### config.mk
export PLATFORM = sky130hd
export DESIGN_NAME = watchdog_timer_registers_unit
export DESIGN_NICKNAME = d
export VERILOG_FILES = /design/src/design/wdt_pkg.sv /design/src/design/watchdog_timer_registers_unit.sv /design/src/design/wdt_core.sv
export SDC_FILE = /design/constraint.sdc
export NUM_CORES = 1
export LEC_CHECK = 0
export ABC_AREA = 1
export BUFFER_PORTS_ARGS = -buffer_cell sky130_fd_sc_hd__buf_4
export CORE_MARGIN = 2
export CORE_UTILIZATION = 55
export DETAILED_ROUTE_END_ITERATION = 12
export HOLD_SLACK_MARGIN = 0.02
export PLACE_DENSITY = 0.85
export SLEW_MARGIN = 20
export SYNTH_ARGS = -nofsm -noshare
export SYNTH_HDL_FRONTEND = slang
export SYNTH_SLANG_ARGS = --single-unit
### constraint.sdc
create_clock -name clk -period 5.85 [get_ports clk]
set_clock_uncertainty 0.15 [all_clocks]
set_input_delay 0.585 -clock clk [delete_from_list [all_inputs] [get_ports clk]]
set_output_delay 0.585 -clock clk [all_outputs]
set_load 0.02 [all_outputs]
### src/design/wdt_pkg.sv
// Shared types, register map and constants for the watchdog timer register block.
`timescale 1ns / 1ps

package wdt_pkg;

    localparam logic [1:0] CMD_TICK  = 2'd0;
    localparam logic [1:0] CMD_READ  = 2'd1;
    localparam logic [1:0] CMD_WRITE = 2'd2;

    localparam logic [1:0] SIZE_BYTE = 2'd0;
    localparam logic [1:0] SIZE_HALF = 2'd1;

    localparam logic [11:0] OFS_LOAD   = 12'h000;
    localparam logic [11:0] OFS_VALUE  = 12'h004;
    localparam logic [11:0] OFS_CTRL   = 12'h008;
    localparam logic [11:0] OFS_INTCLR = 12'h00C;
    localparam logic [11:0] OFS_RIS    = 12'h010;
    localparam logic [11:0] OFS_MIS    = 12'h014;
    localparam logic [11:0] OFS_LOCK   = 12'hC00;
    localparam logic [11:0] OFS_ID     = 12'hFE0;

    localparam logic [31:0] KEY_UNLOCK = 32'h1ACCE551;

    typedef struct packed {
        logic [1:0]  command;
        logic [11:0] offset;
        logic [31:0] write_data;
        logic [1:0]  access_size;
    } item_t;

    typedef struct packed {
        logic [31:0] read_data;
        logic        bad_offset;
        logic        irq_out;
        logic        reset_request;
    } result_t;

    function automatic logic [7:0] id_byte(input logic [2:0] idx);
        logic [7:0] b;
        case (idx)
            3'd0:    b = 8'h05;
            3'd1:    b = 8'h18;
            3'd2:    b = 8'h14;
            3'd3:    b = 8'h00;
            3'd4:    b = 8'h0D;
            3'd5:    b = 8'hF0;
            3'd6:    b = 8'h05;
            3'd7:    b = 8'hB1;
            default: b = 8'h00;
        endcase
        return b;
    endfunction

endpackage

### src/design/watchdog_timer_registers_unit.sv
// Top level of the watchdog timer register block: stream ports, input and result registers.
`timescale 1ns / 1ps

// Flow: a transaction accepted from the stream sits in the input register, and its result
// enters the result register, raising m_axis_tvalid, when that register is free to take it.
// Throughput: one transaction per cycle while m_axis_tready keeps the result register free.
// Reset: rst_n clears both valid flags, the counter and load to all ones, control,
// pending interrupt and lock to zero.

module watchdog_timer_registers_unit #(
    parameter int COUNTER_WIDTH = 32
) (
    input  logic        clk,
    input  logic        rst_n,
    input  logic        s_axis_tvalid,
    output logic        s_axis_tready,
    input  logic [47:0] s_axis_tdata,  // offset[11:0], write_data[43:12], access_size[45:44]
    input  logic [1:0]  s_axis_tuser,  // command[1:0]
    output logic        m_axis_tvalid,
    input  logic        m_axis_tready,
    output logic [39:0] m_axis_tdata   // read_data[31:0], bad_offset[32], irq_out[33],
                                       // reset_request[34]
);

    logic             in_valid_reg;
    wdt_pkg::item_t   in_item_reg;
    logic             out_valid_reg;
    wdt_pkg::result_t out_result_reg;
    wdt_pkg::result_t result;
    logic             out_free;
    logic             advance;

    assign out_free      = !out_valid_reg || m_axis_tready;
    assign advance       = in_valid_reg && out_free;
    assign s_axis_tready = !in_valid_reg || out_free;

    always_ff @(posedge clk or negedge rst_n)
    begin
        if (!rst_n)
        begin
            in_valid_reg <= 1'b0;
        end
        else if (s_axis_tready)
        begin
            in_valid_reg <= s_axis_tvalid;
        end
    end

    always_ff @(posedge clk)
    begin
        if (s_axis_tready && s_axis_tvalid)
        begin
            in_item_reg.command     <= s_axis_tuser;
            in_item_reg.offset      <= s_axis_tdata[11:0];
            in_item_reg.write_data  <= s_axis_tdata[43:12];
            in_item_reg.access_size <= s_axis_tdata[45:44];
        end
    end

    wdt_core #(
        .COUNTER_WIDTH(COUNTER_WIDTH)
    ) u_core (
        .clk    (clk),
        .rst_n  (rst_n),
        .step   (advance),
        .item   (in_item_reg),
        .result (result)
    );

    always_ff @(posedge clk or negedge rst_n)
    begin
        if (!rst_n)
        begin
            out_valid_reg <= 1'b0;
        end
        else if (out_free)
        begin
            out_valid_reg <= in_valid_reg;
        end
    end

    always_ff @(posedge clk)
    begin
        if (advance)
        begin
            out_result_reg <= result;
        end
    end

    assign m_axis_tvalid = out_valid_reg;
    assign m_axis_tdata  = {5'd0, out_result_reg.reset_request, out_result_reg.irq_out,
                            out_result_reg.bad_offset, out_result_reg.read_data};

endmodule

### src/design/wdt_core.sv
// Watchdog state registers with the per-transaction register access and countdown logic.
`timescale 1ns / 1ps

module wdt_core #(
    parameter int COUNTER_WIDTH = 32
) (
    input  logic             clk,
    input  logic             rst_n,
    input  logic             step,
    input  wdt_pkg::item_t   item,
    output wdt_pkg::result_t result
);

    logic [COUNTER_WIDTH-1:0] load_reg;
    logic [COUNTER_WIDTH-1:0] load_next;
    logic [COUNTER_WIDTH-1:0] count_reg;
    logic [COUNTER_WIDTH-1:0] count_next;
    logic [1:0]               ctrl_reg;
    logic [1:0]               ctrl_next;
    logic                     pending_reg;
    logic                     pending_next;
    logic                     locked_reg;
    logic                     locked_next;

    logic [11:0] word;
    logic        hit;
    logic [31:0] cur;
    logic [4:0]  shift;
    logic [31:0] mask;
    logic [31:0] lanes;
    logic [31:0] merged;
    logic        is_word;
    logic [31:0] rdata;
    logic        bad;
    logic        rst_req;

    assign word = {item.offset[11:2], 2'b00};

    always_comb
    begin
        hit = 1'b1;
        cur = 32'd0;
        if (word >= wdt_pkg::OFS_ID)
        begin
            cur = {24'd0, wdt_pkg::id_byte(word[4:2])};
        end
        else
        begin
            case (word)
                wdt_pkg::OFS_LOAD:   cur = 32'(load_reg);
                wdt_pkg::OFS_VALUE:  cur = 32'(count_reg);
                wdt_pkg::OFS_CTRL:   cur = {30'd0, ctrl_reg};
                wdt_pkg::OFS_INTCLR: cur = 32'd0;
                wdt_pkg::OFS_RIS:    cur = {31'd0, pending_reg};
                wdt_pkg::OFS_MIS:    cur = {31'd0, pending_reg & ctrl_reg[0]};
                wdt_pkg::OFS_LOCK:   cur = {31'd0, locked_reg};
                default:             hit = 1'b0;
            endcase
        end
    end

    always_comb
    begin
        is_word = 1'b0;
        case (item.access_size)
            wdt_pkg::SIZE_BYTE:
            begin
                shift = {item.offset[1:0], 3'b000};
                mask  = 32'h0000_00FF;
            end
            wdt_pkg::SIZE_HALF:
            begin
                shift = {item.offset[1], 4'b0000};
                mask  = 32'h0000_FFFF;
            end
            default:
            begin
                shift   = 5'd0;
                mask    = 32'hFFFF_FFFF;
                is_word = 1'b1;
            end
        endcase
    end

    assign lanes  = mask << shift;
    assign merged = (cur & ~lanes) | (item.write_data & lanes);

    always_comb
    begin
        load_next    = load_reg;
        count_next   = count_reg;
        ctrl_next    = ctrl_reg;
        pending_next = pending_reg;
        locked_next  = locked_reg;
        rdata        = 32'd0;
        bad          = 1'b0;
        rst_req      = 1'b0;
        case (item.command)
            wdt_pkg::CMD_TICK:
            begin
                if (ctrl_reg[0])
                begin
                    if (count_reg == '0)
                    begin
                        if (pending_reg)
                        begin
                            rst_req = ctrl_reg[1];
                        end
                        else
                        begin
                            pending_next = 1'b1;
                        end
                        count_next = load_reg;
                    end
                    else
                    begin
                        count_next = count_reg - {{(COUNTER_WIDTH-1){1'b0}}, 1'b1};
                    end
                end
            end
            wdt_pkg::CMD_READ:
            begin
                if (!hit)
                begin
                    bad = 1'b1;
                end
                else
                begin
                    rdata = (cur >> shift) & mask;
                end
            end
            wdt_pkg::CMD_WRITE:
            begin
                if (!hit)
                begin
                    bad = 1'b1;
                end
                else if (word == wdt_pkg::OFS_LOCK)
                begin
                    if (is_word)
                    begin
                        locked_next = (item.write_data != wdt_pkg::KEY_UNLOCK);
                    end
                end
                else if (!locked_reg)
                begin
                    if (word == wdt_pkg::OFS_LOAD)
                    begin
                        load_next  = merged[COUNTER_WIDTH-1:0];
                        count_next = merged[COUNTER_WIDTH-1:0];
                    end
                    else if (word == wdt_pkg::OFS_CTRL)
                    begin
                        if (merged[0] && !ctrl_reg[0])
                        begin
                            count_next = load_reg;
                        end
                        ctrl_next = merged[1:0];
                    end
                    else if (word == wdt_pkg::OFS_INTCLR)
                    begin
                        if (pending_reg)
                        begin
                            pending_next = 1'b0;
                            count_next   = load_reg;
                        end
                    end
                end
            end
            default:
            begin
                bad = 1'b0;
            end
        endcase
    end

    assign result.read_data     = rdata;
    assign result.bad_offset    = bad;
    assign result.irq_out       = pending_next & ctrl_next[0];
    assign result.reset_request = rst_req;

    always_ff @(posedge clk or negedge rst_n)
    begin
        if (!rst_n)
        begin
            load_reg    <= '1;
            count_reg   <= '1;
            ctrl_reg    <= 2'b00;
            pending_reg <= 1'b0;
            locked_reg  <= 1'b0;
        end
        else if (step)
        begin
            load_reg    <= load_next;
            count_reg   <= count_next;
            ctrl_reg    <= ctrl_next;
            pending_reg <= pending_next;
            locked_reg  <= locked_next;
        end
    end

endmodule

# After elaboration in Yosys (flattened, before gate mapping)
# Memories as Yosys holds them, arrays and structs flattened. A register that Yosys moved wholly into a read port is not among the register bits.
# Cells that the tools add are included.
[word_totals]
regBits = 153
romBits = 56
input_bits = 54
out_inout_bits = 42
word_cells = 105
n_memories = 1
[op_classes]
n_addsub = 1
magnitude_cmp = 1
n_eq_ne = 17
shift = 2
muxes = 34
bitwise = 11
reduce_logical = 22
[mem_list]
columns = ["name", "words", "width", "rd", "rd_clocked_by_memory_dff", "wr", "line", "source"]
rows = [
  ["(no name shown)", 8, 7, 1, 1, 0, "wdt_pkg.sv:40", "case (idx)"],
]
[ops]
columns = ["cell", "n"]
rows = [
  ["32-bit 2-to-1 mux", 11],
  ["32-bit one-hot mux with 6 select lines", 1],
  ["32-bit one-hot mux with 2 select lines", 2],
  ["32-bit AND", 3],
  ["32-bit zero test", 1],
  ["32-bit by 29-bit != test with 1-bit output (second input constant)", 1],
  ["32-bit NOT", 1],
  ["32-bit OR", 1],
  ["32-bit by 5-bit << shifter with 32-bit output", 1],
  ["32-bit by 5-bit >> shifter with 32-bit output", 1],
  ["32-bit by 1-bit subtractor with 32-bit output (second input constant)", 1],
  ["10-bit by 2-bit equality test with 1-bit output (second input constant)", 2],
  ["10-bit by 3-bit equality test with 1-bit output (second input constant)", 2],
  ["1-bit 2-to-1 mux", 17],
  ["12-bit >= comparator (second input constant)", 1],
  ["12-bit zero test", 1],
  ["10-bit by 1-bit equality test with 1-bit output (second input constant)", 1],
  ["10-bit equality test (second input constant)", 1],
  ["5-bit one-hot mux with 2 select lines", 1],
  ["9-bit AND reduction", 1],
  ["4-bit by 1-bit != test with 1-bit output (second input constant)", 2],
  ["7-bit AND reduction", 1],
  ["7-bit OR reduction", 1],
  ["6-bit AND reduction", 1],
  ["other kinds (18)", 32],
]

# Logic depth before layout (Yosys ltp)
[depth]
word_depth = 14
mapped_depth = 16
depth_no_buf = 15

# Hierarchy
# A second synthesis with hierarchy kept.
[unflattened]
hier_cells = 1153
hier_area_um2 = 9257.6
[by_module_without_submodules]
columns = ["module", "instances", "cells_each", "area_per_inst_um2", "seq_area_each_um2"]
rows = [
  ["wdt_core", 1, 1052, 6628.9, 1781.7],
  ["watchdog_timer_registers_unit", 1, 101, 2628.8, 2542.4],
]

# Least setup slack after synthesis
# Ideal clock, no wire load.
[synth_path]
path_kind = "input to register"
from = "in m_axis_tready"
to = "reg u_core.count_reg[15]"
setup_time_ps = 60
t_arrival_ps = 2425
required_ps = 5640
path_slack_ps = 3214
stages = 9
path_buffers = 1
path_cell_list = "inv_1 -> nand2_1 -> nand2_1 -> inv_1 -> nand3_1 -> a31oi_2 -> buf_2 -> nand3_1 -> nand2_1"
[synth_via]
elab_chain_len = 3
[synth_lines]
columns = ["element", "line", "source"]
rows = [
  ["start: declaration", "watchdog_timer_registers_unit.sv:20", "input logic m_axis_tready,"],
  ["1-bit logical OR", "watchdog_timer_registers_unit.sv:33", "assign out_free = !out_valid_reg || m_axis_tready;"],
  ["1-bit logical AND", "watchdog_timer_registers_unit.sv:34", "assign advance = in_valid_reg && out_free;"],
  ["named net advance", "watchdog_timer_registers_unit.sv:31", "logic advance;"],
  ["9-bit AND reduction (no line)", "n/a", ""],
  ["end signal: assignment", "wdt_core.sv:195", "count_reg <= count_next;"],
  ["end: declaration", "wdt_core.sv:16", "logic [COUNTER_WIDTH-1:0] count_reg;"],
]
# The timed path passes the listed nets, and every way through them passes these cells.
# A chain may end at the register's enable or synchronous reset.

# Worst setup path after layout
[layout_path]
from = "reg in_item_reg[46] in the netlist's numbering"
to = "reg u_core.count_reg[25]"
[layout_via]
elab_chain_len = 3
elab_cells_between_ends = 12
classes_between = "eq/ne (8); mux (1); reduce/logical (3)"
[layout_lines]
columns = ["element", "line", "source"]
rows = [
  ["start: declaration", "watchdog_timer_registers_unit.sv:26", "wdt_pkg::item_t in_item_reg;"],
  ["2-bit equality test or 2-bit zero test (tied branches)", "wdt_core.sv:98", "case (item.command)"],
  ["4-bit by 1-bit != test with 1-bit output (no line) (tied with other cells)", "n/a", ""],
  ["9-bit AND reduction (no line)", "n/a", ""],
]
# Several ways; a longest one is shown, not always the timed one.

==> metrics.md <==
| Metric | Value |
|---|---|
| Multiplexer share of the synthesized area | `1.86%` |
| CTS tree | `done` |
| Max Cap Viol | `0` |
| FFs w/ async S/R, synth | `between 40 and 50%` |
| Max Fanout on Critical Path | `63` |
| Initial antenna violation count | `0` |
| Die X | `134 microns` |
| M1 GR Usage | `43.2%` |
| Total power | `4.04 mW` |
| CTS Sinks | `159` |
| Synthesized area per cell | `between 8 and 9 sq um` |
| Remaining antenna violation count after routing | `0` |
| DRT iter0 DRCs | `1102` |
| Via count | `8486` |
| Nets | `1269` |
| Filler instances | `1356` |
| Util after Layout | `64.4%` |
| Post-synthesis register bit count | `159` |
| Reg-to-reg setup timing slack | `approximately 2.3 ns` |
| Clk Latency, worst-skew pair | `0.44 ns` |
| Core outline area | `16500 sq um` |
| Post-synth EDFFs | `83` |
| Remaining global-route overflow | `0` |
| First-pass GRT wire length | `41.2 mm` |
| Final setup TNS | `0 ns` |
| Worst setup startpoint | `in_item_reg[46]$_DFFE_PP_` |
| Pwr dens | `381 nW/um^2` |
| RSZ-0062 raised after global routing | `no` |
| CTS clk-pin slew, worst paths | `0.07 ns` |
| Diode count | `0` |
| Peak VDD IR | `0.254 mV` |
| H-tree depth | `4` |
| Slowest stage cell, crit path | `a31oi_2` |
| Final Cell Area | `10600 sq um` |
| Seq/Total Area, Yosys | `48.2%` |
| Fin Hold WS | `0.171 ns` |
| Crit. End Element | `flop` |
| Largest net degree at the start of global routing | `71` |
| Resize count post-CTS | `0` |
| Most used cell along the critical path | `nand2_1` |
| Post-Synth Adder-Cell Area | `less than 1%` |
| Leak | `between 4 and 5 nW` |
| Vias in the first global route | `7746` |
| Setup slack at placement | `2.34 ns` |
| Worst reg2reg startpoint | `in_item_reg[46]$_DFFE_PP_` |
| Crit path required time | `around 6.1 ns` |
| Placed cell area | `about 9900 sq um` |
| Final Slew Violations | `0` |
| Ys Warns | `0` |
| Gate count of the mapped netlist | `roughly 1100` |
| Crit-path cells | `inv_1 > ha_1 > inv_2 > buf_4 > o21ai_0 > nand3_1 > a31oi_2 > nand2_4 > nand2_1 > nand2_1` |
| Dominant cell type by area after synthesis | `edfxtp_1` |
| CP peak stage delay | `0.77 ns` |
| Gr usage total | `around 30%` |
| Layout cells sized above 1 | `19.0%` |
| GR met2 Demand/Resource | `45.4%` |
| Post-synth top area share | `27.0%` |
| Crit path launch type | `flop` |
| Cts bufs inserted | `17` |
| Reg area | `4440 sq um` |
| Hold WC Path Type | `input port to asynchronous set/reset pin` |
| Max reg flops | `between 40 and 50` |
| Postcts setup bufs | `0` |
| Busiest grt layer | `met2` |
| Setup CP Type | `flop to flop` |
| Final non-filler cell total | `1442` |
| GP Congestion | `0.965` |
| Crit path DAT | `3.79 ns` |
| Final Critical Period | `3.58 ns` |
| Period utilisation layout | `61.2%` |
| Starting density of the core | `56.0%` |
| Via/cell ratio | `5.88` |
| Root Driver | `clkbuf_16` |
| Slew headroom | `33.3%` |
| Rows | `47` |
| Post-Place Cells | `1410` |
| Area contributors post-synth | `edfxtp_1 27%, dfstp_2 18%, nand2_1 13%` |
| # IOs | `96` |
| Simple-Gate Fraction of Synth Area | `27.1%` |
| Hold_buf cts | `0` |
| Post-synth top flop | `edfxtp_1` |
| Slew @ Worst Pin | `about 1 ns` |
| Slack of the critical path | `between 2 and 2.5 ns` |
| R2R depth | `10` |
| Clock buffer depth | `2` |
| Die area | `17800 sq um` |
| Compound-Gate Fraction of Synth Area | `12.3%` |
| Die span in y | `134 microns` |
| Main combinational cell family by area after synthesis | `simple AND/OR/NAND/NOR gates` |
| DRC Markers | `0` |
| Area occupied by multi-input gates | `4050 sq um` |
| Syn-to-layout area delta | `14.9%` |
| Buffers on Ports | `between 80 and 90` |
| DRT Wirelength | `26.1 mm` |
| Peak Freq | `279 MHz` |
| Worst r2r dst | `u_core.count_reg[25]$_DFFE_PN1P_` |
| Wirelength per Cell | `18.1 microns` |
| Final Setup Violations | `0` |
| Xor-xnor portion of the synthesized cell area | `~1.6%` |
| Met3 Use GR | `4.87%` |
| Mapped Area | `9230 sq um` |
| End of the critical path | `u_core.count_reg[25]$_DFFE_PN1P_` |
| DP HPWL | `17.8 mm` |
| DRT Pass-1 Iters | `9` |
| Final hold vios | `0` |
| Synth unique cells | `45` |
| Status | `completed` |
-- cells in the mapped netlist, types with 9 or more instances --
cell type	number
buf_4	9
nand2_1	316
dfstp_2	64
xor2_1	17
a31oi_1	10
o211ai_1	31
mux2i_1	16
o21ai_0	67
nand4_1	13
clkbuf_1	14
buf_2	20
o22ai_1	19
nand3_1	82
a21oi_1	38
edfxtp_1	83
nor3_1	12
inv_1	115
nor2_1	120
-- metal layers --
| layer | wire length [microns] | vias to the layer above | share of wire, % |
|---|---|---|---|
| li1 | - | 3943 | - |
| met1 | 10600 | 3909 | 41 |
| met2 | 11800 | 562 | 45 |
| met3 | 2820 | 72 | 11 |
| met4 | 864 | 0 | 3.3 |
| met5 | 0 | - | 0 |
-- power by group --
group / leakage [nW] / switching [mW] / internal (mW)
Clock: 0.327 / 0.509 / 0.741
Combinational: 2.57 / 0.802 / 0.409
Sequential: 1.60 / 0.164 / 1.42
Total: 4.50 / 1.48 / 2.57
-- cell usage in the layout, fill, tap and decap left out, types with 3 or more instances in the layout --
| master | instances |
|---|---|
| o22ai_2 | 4 |
| inv_6 | 4 |
| dfxtp_1 | 6 |
| nor4_1 | 4 |
| nand2_2 | 8 |
| conb_1 | 5 |
| o22ai_1 | 19 |
| xor2_1 | 17 |
| nand2_1 | 316 |
| nand4_1 | 13 |
| dfstp_2 | 64 |
| nor2_2 | 5 |
| nand2_4 | 4 |
| a211oi_1 | 6 |
| ha_1 | 6 |
| a31oi_1 | 10 |
| nor2_1 | 120 |
| mux2i_1 | 16 |
| nor2_4 | 5 |
| inv_1 | 114 |
| o21ai_1 | 6 |
| edfxtp_1 | 83 |
| nand3_1 | 82 |
| dfrtp_1 | 6 |
| nor3_1 | 12 |
| or2_0 | 3 |
| o21ai_0 | 67 |
| clkbuf_16 | 17 |
| buf_4 | 94 |
| inv_2 | 9 |
| a21oi_1 | 38 |
| o211ai_1 | 31 |
| inv_8 | 6 |
| bufinv_16 | 4 |
-- area by class of cell --
class	instances	share of cell area, %
Clock buffer	17	4.01
Clock inverter	15	2.25
Tap cell	220	2.60
Sequential cell	159	41.9
Timing Repair Buffer	94	6.66
Inverter	123	4.36
Multi-Input combinational cell	814	38.2
-- worst min-delay path by stage --
stage | start | end | cells after the start
6_report | rst_n | in_valid_reg$_DFFE_PN0N_ | 1
5_1_grt | s_axis_tdata[9] | in_item_reg[43]$_DFFE_PP_ | 1
4_1_cts | s_axis_tdata[32] | in_item_reg[22]$_DFFE_PP_ | 1
3_5_place_dp | u_core.count_reg[31]$_DFFE_PN1P_ | u_core.count_reg[31]$_DFFE_PN1P_ | 2
3_3_place_gp | u_core.count_reg[31]$_DFFE_PN1P_ | u_core.count_reg[31]$_DFFE_PN1P_ | 2
2_1_floorplan | rst_n | in_valid_reg$_DFFE_PN0N_ | 0
-- cell families (layout without fill, tap and decap cells) --
family	Yosys count	after routing
compound gates	189	189
xor+xnor	17	17
fa+ha+maj	6	6
buf+inv	172	249
flops	159	159
mux	17	17
other cells	1	5
simple gates	580	580
-- worst max-delay path, delay by kind of cell (launching register included) --
family | cells | cell delay (ns)
flops | 1 | 0.40
fa+ha+maj | 1 | 0.55
compound gates | 2 | 1.04
simple gates | 4 | 0.84
buf+inv | 3 | 0.49
No activity file was read; power rests on OpenSTA's default activity.
